## config.mk

```make
export PLATFORM = sky130hd
export DESIGN_NAME = modbus_rtu_response_deframer_top
export DESIGN_NICKNAME = d
export VERILOG_FILES = /design/src/hdl/mbrtu_pkg.sv /design/src/hdl/modbus_rtu_response_deframer_top.sv /design/src/hdl/mbrtu_front.sv /design/src/hdl/mbrtu_queue.sv
export SDC_FILE = /design/constraint.sdc
export NUM_CORES = 1
export LEC_CHECK = 0
export BUFFER_PORTS_ARGS = -buffer_cell sky130_fd_sc_hd__clkbuf_2
export CORE_UTILIZATION = 56
export CTS_CLUSTER_SIZE = 25
export DETAILED_ROUTE_END_ITERATION = 7
export PLACE_DENSITY = 0.78
export SYNTH_ARGS = -nofsm -noshare
export SYNTH_HDL_FRONTEND = slang
export SYNTH_HIERARCHICAL = 1
export SYNTH_SLANG_ARGS = --single-unit
```

## constraint.sdc

```tcl
create_clock -name clk -period 3.2 [get_ports clk]
set_clock_uncertainty 0.2 [all_clocks]
set_input_delay 0.32 -clock clk [delete_from_list [all_inputs] [get_ports clk]]
set_output_delay 0.32 -clock clk [all_outputs]
set_load 0.05 [all_outputs]
```

## src/hdl/mbrtu_pkg.sv

```systemverilog
// Shared types, codes and CRC helper for the Modbus RTU response deframer.
package mbrtu_pkg;

    localparam int MAX_FRAME = 256;
    localparam int LEN_W     = 10;

    localparam logic [15:0] CRC_INIT = 16'hFFFF;
    localparam logic [15:0] CRC_POLY = 16'hA001;

    localparam logic [7:0] EXC_MASK  = 8'hF0;
    localparam logic [7:0] EXC_CODE  = 8'h80;
    localparam logic [7:0] FC_COIL   = 8'h05;
    localparam logic [7:0] FC_SINGLE = 8'h06;

    localparam logic [LEN_W-1:0] LEN_EXC    = 10'd5;
    localparam logic [LEN_W-1:0] LEN_FIXED  = 10'd8;
    localparam logic [LEN_W-1:0] LEN_TASK   = 10'd6;
    localparam logic [LEN_W-1:0] LEN_COUNT  = 10'd5;

    localparam logic [2:0] ST_OK      = 3'd0;
    localparam logic [2:0] ST_CRC     = 3'd1;
    localparam logic [2:0] ST_UNKNOWN = 3'd2;
    localparam logic [2:0] ST_GAP     = 3'd3;
    localparam logic [2:0] ST_LONG    = 3'd4;

    localparam logic [2:0] REG_SLAVE_ADDR  = 3'd0;
    localparam logic [2:0] REG_READ_FUNC   = 3'd1;
    localparam logic [2:0] REG_WRITE_FUNC  = 3'd2;
    localparam logic [2:0] REG_TASK_PEND   = 3'd3;
    localparam logic [2:0] REG_TASK_PARLEN = 3'd4;

    localparam logic OP_BYTE = 1'b0;

    typedef struct packed {
        logic       operation;
        logic [7:0] rx_byte;
    } item_t;

    typedef struct packed {
        logic [7:0] frame_byte;
        logic       last;
        logic [2:0] status;
    } result_t;

    typedef struct packed {
        logic       valid;
        logic [2:0] index;
        logic [7:0] data;
    } cfg_wr_t;

    function automatic logic [15:0] crc_add(input logic [15:0] crc_in, input logic [7:0] b);
        logic [15:0] c;
        c = crc_in ^ {8'h00, b};
        for (int i = 0; i < 8; i++) begin
            if (c[0])
                c = (c >> 1) ^ CRC_POLY;
            else
                c = c >> 1;
        end
        return c;
    endfunction

endpackage

```

## src/hdl/modbus_rtu_response_deframer_top.sv

```systemverilog
// Top level of the Modbus RTU response deframer.
// Takes one received byte or gap event per clock whenever full is low and
// gives at most one result word per input: every byte of a response frame
// from the address byte on, the final one flagged last with its CRC-16
// status, or a single abort word (byte zero, last set) for an unknown
// function code, an oversized frame or a gap inside a frame. The parser
// handles a new word every cycle; its CRC update is one byte per clock.
// Results wait in a QUEUE_DEPTH-word queue, so input stalls only when that
// queue is full. Configuration writes are always ready and apply to input
// words accepted from the following clock on.
module modbus_rtu_response_deframer_top
    import mbrtu_pkg::*;
#(
    parameter int QUEUE_DEPTH = 4
)
(
    input  logic       clk,
    input  logic       rst_n,
    input  logic       push,
    output logic       full,
    input  item_t      item,
    output logic       empty,
    input  logic       pop,
    output result_t    result,
    input  logic       cfg_valid,
    output logic       cfg_ready,
    input  logic [2:0] cfg_index,
    input  logic [7:0] cfg_data
);

    cfg_wr_t cfg;
    logic    accept;
    logic    res_valid;
    result_t res;

    assign cfg_ready = 1'b1;
    assign cfg       = '{valid: cfg_valid && cfg_ready, index: cfg_index, data: cfg_data};
    assign accept    = push && !full;

    mbrtu_front u_front (
        .clk       (clk),
        .rst_n     (rst_n),
        .cfg       (cfg),
        .accept    (accept),
        .item      (item),
        .res_valid (res_valid),
        .res       (res)
    );

    mbrtu_queue #(
        .DEPTH (QUEUE_DEPTH)
    ) u_queue (
        .clk     (clk),
        .rst_n   (rst_n),
        .wr      (res_valid),
        .wr_data (res),
        .rd      (pop),
        .rd_data (result),
        .full    (full),
        .empty   (empty)
    );

    a_not_full_and_empty: assert property (@(posedge clk) disable iff (!rst_n)
        !(full && empty))
        else $error("queue reports full and empty together");

    a_status_range: assert property (@(posedge clk) disable iff (!rst_n)
        !empty |-> (result.status <= ST_LONG))
        else $error("result status out of range");

    a_mid_frame_ok: assert property (@(posedge clk) disable iff (!rst_n)
        (!empty && !result.last) |-> (result.status == ST_OK))
        else $error("non-final word carries an error status");

    a_abort_zero: assert property (@(posedge clk) disable iff (!rst_n)
        (!empty && (result.status == ST_UNKNOWN || result.status == ST_GAP
                    || result.status == ST_LONG)) |-> (result.frame_byte == 8'h00))
        else $error("abort word carries a nonzero byte");

    a_push_when_full: assert property (@(posedge clk) disable iff (!rst_n)
        (full && !pop) |=> full)
        else $error("queue drained without a pop");

endmodule

```

## src/hdl/mbrtu_front.sv

```systemverilog
// Front end: config registers, frame parser and CRC; produces at most one result word per byte.
module mbrtu_front
    import mbrtu_pkg::*;
(
    input  logic    clk,
    input  logic    rst_n,
    input  cfg_wr_t cfg,
    input  logic    accept,
    input  item_t   item,
    output logic    res_valid,
    output result_t res
);

    localparam logic [1:0] PH_HUNT  = 2'd0;
    localparam logic [1:0] PH_FUNC  = 2'd1;
    localparam logic [1:0] PH_COUNT = 2'd2;
    localparam logic [1:0] PH_BODY  = 2'd3;

    logic [7:0]  slave_addr_reg, read_func_reg, write_func_reg, task_parlen_reg;
    logic        task_pend_reg;

    logic [1:0]  phase_reg, phase_next;
    logic [8:0]  pos_reg, pos_next;
    logic [8:0]  exp_len_reg, exp_len_next;
    logic [15:0] crc_reg, crc_next;
    logic [7:0]  crc_lo_reg, crc_lo_next;

    logic [7:0]       b;
    logic [15:0]      crc_upd;
    logic [LEN_W-1:0] len;
    logic             known;
    logic             is_read;
    logic [LEN_W-1:0] pos_ext;

    assign b       = item.rx_byte;
    assign crc_upd = crc_add(crc_reg, b);
    assign pos_ext = {1'b0, pos_reg} + 10'd2;

    // length rules for the function code byte, first match wins
    always_comb
    begin
        known   = 1'b1;
        is_read = 1'b0;
        len     = '0;
        priority if ((b & EXC_MASK) == EXC_CODE)
            len = LEN_EXC;
        else if (b == FC_COIL)
            len = LEN_FIXED;
        else if (b == FC_SINGLE && task_pend_reg)
            len = {2'b00, task_parlen_reg} + LEN_TASK;
        else if (b == read_func_reg)
            is_read = 1'b1;
        else if (b == write_func_reg)
            len = LEN_FIXED;
        else
            known = 1'b0;
    end

    always_comb
    begin
        phase_next   = phase_reg;
        pos_next     = pos_reg;
        exp_len_next = exp_len_reg;
        crc_next     = crc_reg;
        crc_lo_next  = crc_lo_reg;
        res_valid    = 1'b0;
        res          = '0;
        if (accept) begin
            if (item.operation != OP_BYTE) begin
                if (phase_reg != PH_HUNT) begin
                    phase_next = PH_HUNT;
                    pos_next   = '0;
                    res_valid  = 1'b1;
                    res        = '{frame_byte: 8'h00, last: 1'b1, status: ST_GAP};
                end
            end else begin
                unique case (phase_reg)
                    PH_HUNT:
                    begin
                        if (b == slave_addr_reg) begin
                            crc_next   = crc_add(CRC_INIT, b);
                            pos_next   = 9'd1;
                            phase_next = PH_FUNC;
                            res_valid  = 1'b1;
                            res        = '{frame_byte: b, last: 1'b0, status: ST_OK};
                        end
                    end
                    PH_FUNC:
                    begin
                        res_valid = 1'b1;
                        if (!known) begin
                            phase_next = PH_HUNT;
                            pos_next   = '0;
                            res        = '{frame_byte: 8'h00, last: 1'b1, status: ST_UNKNOWN};
                        end else if (len > LEN_W'(MAX_FRAME)) begin
                            phase_next = PH_HUNT;
                            pos_next   = '0;
                            res        = '{frame_byte: 8'h00, last: 1'b1, status: ST_LONG};
                        end else begin
                            exp_len_next = len[8:0];
                            crc_next     = crc_upd;
                            pos_next     = 9'd2;
                            phase_next   = is_read ? PH_COUNT : PH_BODY;
                            res          = '{frame_byte: b, last: 1'b0, status: ST_OK};
                        end
                    end
                    PH_COUNT:
                    begin
                        res_valid = 1'b1;
                        if (({2'b00, b} + LEN_COUNT) > LEN_W'(MAX_FRAME)) begin
                            phase_next = PH_HUNT;
                            pos_next   = '0;
                            res        = '{frame_byte: 8'h00, last: 1'b1, status: ST_LONG};
                        end else begin
                            exp_len_next = 9'({2'b00, b} + LEN_COUNT);
                            crc_next     = crc_upd;
                            pos_next     = 9'd3;
                            phase_next   = PH_BODY;
                            res          = '{frame_byte: b, last: 1'b0, status: ST_OK};
                        end
                    end
                    PH_BODY:
                    begin
                        res_valid = 1'b1;
                        pos_next  = pos_reg + 9'd1;
                        if (pos_ext < {1'b0, exp_len_reg}) begin
                            crc_next = crc_upd;
                            res      = '{frame_byte: b, last: 1'b0, status: ST_OK};
                        end else if (pos_ext == {1'b0, exp_len_reg}) begin
                            crc_lo_next = b;
                            res         = '{frame_byte: b, last: 1'b0, status: ST_OK};
                        end else begin
                            // trailer high byte: compare little-endian CRC
                            phase_next = PH_HUNT;
                            pos_next   = '0;
                            res        = '{frame_byte: b, last: 1'b1,
                                           status: (crc_reg == {b, crc_lo_reg}) ? ST_OK : ST_CRC};
                        end
                    end
                    default:
                    begin
                        phase_next = PH_HUNT;
                    end
                endcase
            end
        end
    end

    always_ff @(posedge clk or negedge rst_n)
    begin
        if (!rst_n) begin
            slave_addr_reg  <= 8'd1;
            read_func_reg   <= 8'd3;
            write_func_reg  <= 8'd16;
            task_pend_reg   <= 1'b0;
            task_parlen_reg <= 8'd0;
            phase_reg       <= PH_HUNT;
            pos_reg         <= '0;
            exp_len_reg     <= '0;
            crc_reg         <= CRC_INIT;
            crc_lo_reg      <= '0;
        end else begin
            phase_reg   <= phase_next;
            pos_reg     <= pos_next;
            exp_len_reg <= exp_len_next;
            crc_reg     <= crc_next;
            crc_lo_reg  <= crc_lo_next;
            if (cfg.valid) begin
                unique case (cfg.index)
                    REG_SLAVE_ADDR:  slave_addr_reg  <= cfg.data;
                    REG_READ_FUNC:   read_func_reg   <= cfg.data;
                    REG_WRITE_FUNC:  write_func_reg  <= cfg.data;
                    REG_TASK_PEND:   task_pend_reg   <= cfg.data[0];
                    REG_TASK_PARLEN: task_parlen_reg <= cfg.data;
                    default:
                    begin
                    end
                endcase
            end
        end
    end

endmodule

```

## src/hdl/mbrtu_queue.sv

```systemverilog
// Back end: result queue that decouples the parser from the consumer.
module mbrtu_queue
    import mbrtu_pkg::*;
#(
    parameter int DEPTH = 4
)
(
    input  logic    clk,
    input  logic    rst_n,
    input  logic    wr,
    input  result_t wr_data,
    input  logic    rd,
    output result_t rd_data,
    output logic    full,
    output logic    empty
);

    localparam int AW = (DEPTH > 1) ? $clog2(DEPTH) : 1;
    localparam int CW = $clog2(DEPTH + 1);

    result_t        mem [DEPTH];
    logic [AW-1:0]  wr_ptr_reg, wr_ptr_next;
    logic [AW-1:0]  rd_ptr_reg, rd_ptr_next;
    logic [CW-1:0]  count_reg, count_next;
    logic           do_wr, do_rd;

    assign full    = (count_reg == CW'(DEPTH));
    assign empty   = (count_reg == '0);
    assign do_wr   = wr && !full;
    assign do_rd   = rd && !empty;
    assign rd_data = mem[rd_ptr_reg];

    always_comb
    begin
        wr_ptr_next = wr_ptr_reg;
        rd_ptr_next = rd_ptr_reg;
        count_next  = count_reg;
        if (do_wr)
            wr_ptr_next = (wr_ptr_reg == AW'(DEPTH - 1)) ? '0 : wr_ptr_reg + 1'b1;
        if (do_rd)
            rd_ptr_next = (rd_ptr_reg == AW'(DEPTH - 1)) ? '0 : rd_ptr_reg + 1'b1;
        if (do_wr && !do_rd)
            count_next = count_reg + 1'b1;
        else if (do_rd && !do_wr)
            count_next = count_reg - 1'b1;
    end

    always_ff @(posedge clk)
    begin
        if (do_wr)
            mem[wr_ptr_reg] <= wr_data;
    end

    always_ff @(posedge clk or negedge rst_n)
    begin
        if (!rst_n) begin
            wr_ptr_reg <= '0;
            rd_ptr_reg <= '0;
            count_reg  <= '0;
        end else begin
            wr_ptr_reg <= wr_ptr_next;
            rd_ptr_reg <= rd_ptr_next;
            count_reg  <= count_next;
        end
    end

endmodule

```

# [Word-level counts from Yosys, hierarchy flattened]
# Memories as Yosys holds them, arrays and structs flattened.
# Index checks and enable logic that the tools add are counted.
[classes] addsub=8 magnitude_cmp=3 eq_ne=27 n_mux=109 bitwise_logic=20 reduce_logical=27
[ops] operator="16-bit two-way mux" n=49
[ops] operator="9-bit two-way mux" n=9
[ops] operator="12-bit two-way mux" n=6
[ops] operator="16-bit one-hot mux with 4 select lines" n=1
[ops] operator="2-bit NOT with 3-bit output" n=16
[ops] operator="12-bit one-hot mux with 4 select lines" n=1
[ops] operator="9-bit one-hot mux with 4 select lines" n=1
[ops] operator="10-bit two-way mux" n=3
[ops] operator="8-bit equality test" n=3
[ops] operator="2-bit two-way mux" n=12
[ops] operator="10-bit by 9-bit > comparator with 1-bit output (second input constant)" n=2
[ops] operator="4-bit two-way mux" n=5
[ops] operator="8-bit by 3-bit adder with 9-bit output (second input constant)" n=2
[ops] operator="9-bit one-hot mux with 2 select lines" n=1
[ops] operator="1-bit two-way mux" n=17
[ops] operator="16-bit equality test" n=1
[ops] operator="8-bit by 3-bit equality test with 1-bit output (second input constant)" n=2
[ops] operator="8-bit NOT with 16-bit output" n=1
[ops] operator="16-bit by 8-bit bitwise XOR with 16-bit output" n=1
[ops] operator="9-bit by 2-bit adder with 10-bit output (second input constant)" n=1
[ops] operator="10-bit by 9-bit equality test with 1-bit output" n=1
[ops] operator="10-bit by 9-bit < comparator with 1-bit output" n=1
[ops] operator="2-bit AND reduction" n=5
[ops] operator="5-bit AND reduction" n=2
[ops] operator="27 further kinds" n=51
[word_totals] register_bits=84 mem_bits_rw=48 input_bits=25 output_inout_bits=15 wordCells=208 memories=1
[memory_table] name="u_queue.mem" depth=4 width=12 rd=1 rd_ports_with_merged_regs=0 wr=1 line="mbrtu_queue.sv:21" rtl="result_t mem [DEPTH];"

# [Longest topological paths before layout]
[logic_depth] ltp_word=47 mapped_depth=15 ltp_nobuf=12

# [Hierarchy]
# The synthesis kept the hierarchy.
[modules_own_cells] module="mbrtu_front" instances=1 cells_per_inst=540 area_per_inst_um2=5318.9 seq_area_each_um2=1951.9
[modules_own_cells] module="mbrtu_queue" instances=1 cells_per_inst=100 area_per_inst_um2=2175.8 seq_area_each_um2=1616.6
[modules_own_cells] module="modbus_rtu_response_deframer_top" instances=1 cells_per_inst=3 area_per_inst_um2=25.0 seq_area_each_um2=0.0

# [Worst setup path after synthesis]
# OpenSTA, ideal clock, no wires.
[synth_timing] path_type="register to register" startpoint="register u_queue.count_reg[0]" endpoint="register u_queue.count_reg[1]" setup_time_ns=0.125 arrival_time_ns=3.227 required_ns=2.875 path_slack_ns=-0.351 stages_incl_launch_ff=13 n_path_buf=2 period_less_slack_ns=3.551 path_cell_list="dfrtp_1 -> nor3b_2 -> nor2b_4 -> nor2b_1 -> a21oi_1 -> clkbuf_1 -> inv_1 -> nor2b_1 -> buf_2 -> ha_1 -> inv_1 -> fa_1 -> mux2_2"
[synth_between] word_cells_on_any_way=17 cone_classes="2 x add/sub; 1 x eq/ne; 3 x mux; 11 x reduce/logical"
[synth_rtl] item="from (decl)" line="mbrtu_queue.sv:24" rtl="logic [CW-1:0] count_reg, count_next;"
[synth_rtl] item="from (signal assigned)" line="mbrtu_queue.sv:63" rtl="count_reg <= count_next;"
[synth_rtl] item="3-bit equality test" line="mbrtu_queue.sv:27" rtl="assign full = (count_reg == CW'(DEPTH));"
[synth_rtl] item="net full" line="modbus_rtu_response_deframer_top.sv:20" rtl="output logic full,"
[synth_rtl] item="1-bit zero test" line="modbus_rtu_response_deframer_top.sv:38" rtl="assign accept = push && !full;"
[synth_rtl] item="1-bit logical AND" line="modbus_rtu_response_deframer_top.sv:38"
[synth_rtl] item="net accept" line="modbus_rtu_response_deframer_top.sv:32" rtl="logic accept;"
[synth_rtl] item="1-bit two-way mux" line="mbrtu_front.sv:68" rtl="if (accept) begin"
[synth_rtl] item="net res_valid" line="modbus_rtu_response_deframer_top.sv:33" rtl="logic res_valid;"
[synth_rtl] item="1-bit logical AND" line="mbrtu_queue.sv:29" rtl="assign do_wr = wr && !full;"
[synth_rtl] item="net u_queue.do_wr" line="mbrtu_queue.sv:25" rtl="logic do_wr, do_rd;"
[synth_rtl] item="1-bit logical AND" line="mbrtu_queue.sv:42" rtl="if (do_wr && !do_rd)"
[synth_rtl] item="3-bit two-way mux" line="mbrtu_queue.sv:42"
[synth_rtl] item="net u_queue.count_next[1]" line="mbrtu_queue.sv:24"
# The timed path passes the listed nets, and every way through them passes these cells. The select of a mux whose other input is x is not followed.
# A chain may end at the register's enable or synchronous reset.

# [Worst setup path after layout]
[layout_timing] startpoint="register u_front.pos_reg[1]" endpoint="register u_front.crc_reg[6]"
[layout_between] elab_chain_len=4
[layout_rtl] item="from (decl)" line="mbrtu_front.sv:23" rtl="logic [8:0] pos_reg, pos_next;"
[layout_rtl] item="from (signal assigned)" line="mbrtu_front.sv:164" rtl="pos_reg <= pos_next;"
[layout_rtl] item="9-bit by 2-bit adder with 10-bit output" line="mbrtu_front.sv:37" rtl="assign pos_ext = {1'b0, pos_reg} + 10'd2;"
[layout_rtl] item="10-bit by 9-bit < comparator with 1-bit output" line="mbrtu_front.sv:126" rtl="if (pos_ext < {1'b0, exp_len_reg}) begin"
[layout_rtl] item="2-bit by 1-bit != test with 1-bit output (no line)"
[layout_rtl] item="7-bit AND reduction (no line)"
[layout_rtl] item="to (signal assigned)" line="mbrtu_front.sv:166" rtl="crc_reg <= crc_next;"
[layout_rtl] item="to (decl)" line="mbrtu_front.sv:25" rtl="logic [15:0] crc_reg, crc_next;"
# Every way passes these cells.

==> impl_metrics.csv <==
group,metric,value,unit
clock_network,clock-sinks,132,
die,num_rows,41,
drt,drt_iter0_drc,483,
pwr,swShare,0.355,
clock_network,clk_pin_slew,60,ps
clock_network,cts_tree,"done",
synthesis,yosys-top-cells-area,"dfrtp_1 21%, edfxtp_1 19%, dfstp_2 7.0%",
global_route,grt_use_total,0.266,
synthesis,synth_top_family_by_area,"multiplexers",
drt,wl_per_cell,19.2,um
drt,drtPass1Iterations,5,
die,num_io_pins,40,
setup_path,worstSetupPathType,"register to register",
layout,antenna_cells,0,
place,dpl_cell_area,8110,sq um
drt,num_vias,5313,
synthesis,synth_compound_area_frac,0.0767,
synthesis,syn_avg_cell_area,11.7,sq um
global_route,gr-total-overflow,0,
setup_path,arrival,3230,ps
synthesis,async_reset_ff_frac,0.636,
setup_path,crit_required,3350,ps
synthesis,ys.flop_type,"dfrtp_1",
sta,min_period,3080,ps
layout,nets,793,
place,gp_congestion,0.935,
layout,drive_gt1_frac,0.309,
setup_path,rr_startpoint,"u_front/pos_reg[1]",
status,status,"completed",
synthesis,yosysWarnings,6,
setup_path,endpoint,"u_front/crc_reg[6]",
sta,worst_pin_slew,955,ps
synthesis,synth_area,7520,sq um
drt,ant_nets,0,
sta,post-route-period-util,0.961,
layout,seqCellArea,3570,sq um
global_route,grt_pass1_vias,5532,
layout,n_fill_cell,885,
pwr,p_leak,3.78,nW
pwr,switchingPower,2.65,mW
place,place_ws,-0.255,ps
die,coreArea,12900,sq um
drt,wirelength,17.6,mm
drt,route.detailed.drc,0,
pwr,p_per_area,830,nW/um^2
clock_network,clk_latency,430,ps
synthesis,yosys.area.top_type_share,0.213,
layout,largest_register_ffs,48,
sta,hold_viol,0,
clock_network,cts.path.max_buffers,2,
drt,viasPerCell,5.79,
sta,fin_ws,125,ps
layout,multi_input_area,3730,sq um
flow_run,maxCapViolCount,0,
synthesis,synth-edff-count,48,
global_route,antenna_found_initial,0,
clock_network,cts_buffers,17,
worst_hold_path,min_path_cells,2,
setup_path,crit_path_start,"u_front/pos_reg[1]",
global_route,grt_max_degree,75,
global_route,grt_pass1_wl,28.2,mm
die,die_h,118,um
die,design.die.area,13900,sq um
pwr,power_frac_seq,0.346,
setup_path,rr_worst_depth,14,
setup_path,cp_max_fo,8,
synthesis,synthMuxAreaShare,0.131,
setup_path,r2r_slack,120,ps
sta,relSlewSlack,0.363,
layout,fin_area,8980,sq um
sta,slew_violations,0,
sta,fmax,0.325,GHz
place,hpwl,12.3,mm
sta,finalSetupViolCount,0,
pwr,p_int,4.81,mW
setup_path,critPathCaptureType,"register",
worst_hold_path,worstHoldPathType,"input pin to register",
synthesis,yosysTopAreaCell,"dfrtp_1",
synthesis,synthAdderAreaFrac,0.0609,
pwr,p_comb_frac,0.375,
pwr,pwr-share-clk,0.279,
setup_path,worstReg2RegEnd,"u_front/crc_reg[6]",
synthesis,synth_fp_nets,704,
clock_network,cts_root_buffer,"clkbuf_16",
synthesis,synthXorXnorAreaFrac,0.114,
setup_path,cp-start-kind,"register",
synthesis,yosysSeqAreaShare,0.475,
layout,synthToLayoutAreaGrowth,19.5,%
layout,layout_common_cells,"60 x dfrtp_1, 53 x xnor2_1, 50 x buf_4",
die,die_x,118,um
place,portBuffers,38,
synthesis,ys_ff_latch,132,
clock_network,h-tree-depth,4,
die,initial_core_util,0.584,
synthesis,synthCells,643,
layout,final_common_cell,"dfrtp_1",
sta,holdWs,3.97,ps
sta,fin_tns_setup,0,ps
synthesis,synth.distinct_cells,70,
synthesis,yosys.area_share.simple,0.103,
pwr,ir_drop,0.000774,V
cell type report:
class                   instances  share of cell area
clock buffers                  17              0.0474
clock inverters                15              0.0227
inverters                      42              0.0176
multi-input cells             443               0.415
flip-flops and latches        132               0.398
well taps                     172              0.0240
repair buffers                 96              0.0752
worst max-delay path, stage by stage, from the launching register on:
cell	delay [ps]
dfrtp_1	400
buf_4	170
nand3_2	130
nor2_2	150
xor2_1	190
ha_1	290
o21ai_0	120
nor2_1	110
o32ai_4	170
inv_2	90
o21ai_2	130
nor4b_4	190
buf_4	180
buf_12	130
mux2_2	340
timing repair:
item,4_1_cts,5_1_grt
endpoints found under the hold margin,79,0
hold buffers,7,0
cloned,0,1
setup buffers,3,7
endpoints found under the setup margin,6,20
pin swaps,0,4
resized for setup,1,18
through the flow:
step           total power, mW  utilization  instances
6_report                  7.46        0.698        917
5_1_grt                   7.82        0.698        917
4_1_cts                   7.43        0.686        909
3_5_place_dp              5.30        0.630        867
3_3_place_gp              5.19        0.630        867
2_1_floorplan             4.63            -        643
worst min-delay path by stage:
stage | from | slack, ps | endpoint
6_report | cfg_data[0] | 4 | u_front/read_func_reg[0]
5_1_grt | cfg_data[0] | 20 | u_front/task_pend_reg
3_3_place_gp | u_front/crc_reg[12] | 270 | u_front/crc_reg[12]
2_1_floorplan | rst_n | -180 | u_front/crc_lo_reg[0]
3_5_place_dp | u_front/crc_reg[12] | 270 | u_front/crc_reg[12]
4_1_cts | cfg_data[0] | 0.8 | u_front/read_func_reg[0]
per-layer routing:
| layer | part of all wire | global-route usage | wire length (um) | vias up |
|---|---|---|---|---|
| met2 | 0.51 | 0.445 | 8980 | 174 |
| met3 | 0.051 | 0.0751 | 899 | 33 |
| met1 | 0.42 | 0.330 | 7440 | 2656 |
| met4 | 0.018 | 0.0897 | 320 | 0 |
| met5 | 0 | 0 | 0 | - |
| li1 | - | - | - | 2450 |
kinds of logic (layout without fill, tap and decap cells):
kind of cell               Yosys count  after routing
xor gates and xnor gates            93             93
adders and majority gates           36             36
muxes                               75             75
and+or+nand+nor                    152            152
DFF                                132            132
buffers and inverters               68            170
AOI/OAI and AO/OA                   86             86
other                                1              1
power groups by stage:
stage | registers [mW] | clock network, mW | logic, mW
2_1_floorplan | 2.47 | 0 | 2.16
3_3_place_gp | 2.57 | 0 | 2.62
3_5_place_dp | 2.60 | 0 | 2.70
4_1_cts | 2.57 | 2.10 | 2.75
5_1_grt | 2.62 | 2.17 | 3.02
6_report | 2.58 | 2.08 | 2.79
synthesized netlist by cell type (2+ instances only):
library cell	count
dfrtp_1	64
xnor2_1	53
edfxtp_1	48
mux2_2	46
inv_1	41
nor2_1	40
nand2_1	39
xor2_1	37
ha_1	35
o21ai_0	31
dfstp_2	20
a21oi_1	16
nand3_1	13
and2_1	12
clkbuf_1	12
mux2i_1	12
mux4_2	12
nand4_1	12
nor3_1	8
buf_2	7
nor2b_1	7
nor4_1	7
mux2_4	5
buf_4	4
o41ai_1	4
a31oi_1	3
nand2b_1	3
o22ai_1	3
a2111oi_0	2
a21o_1	2
a22oi_1	2
a31o_2	2
and2_2	2
o31ai_1	2
xnor3_1	2
Note: power is estimated with default switching activity, not from simulation.
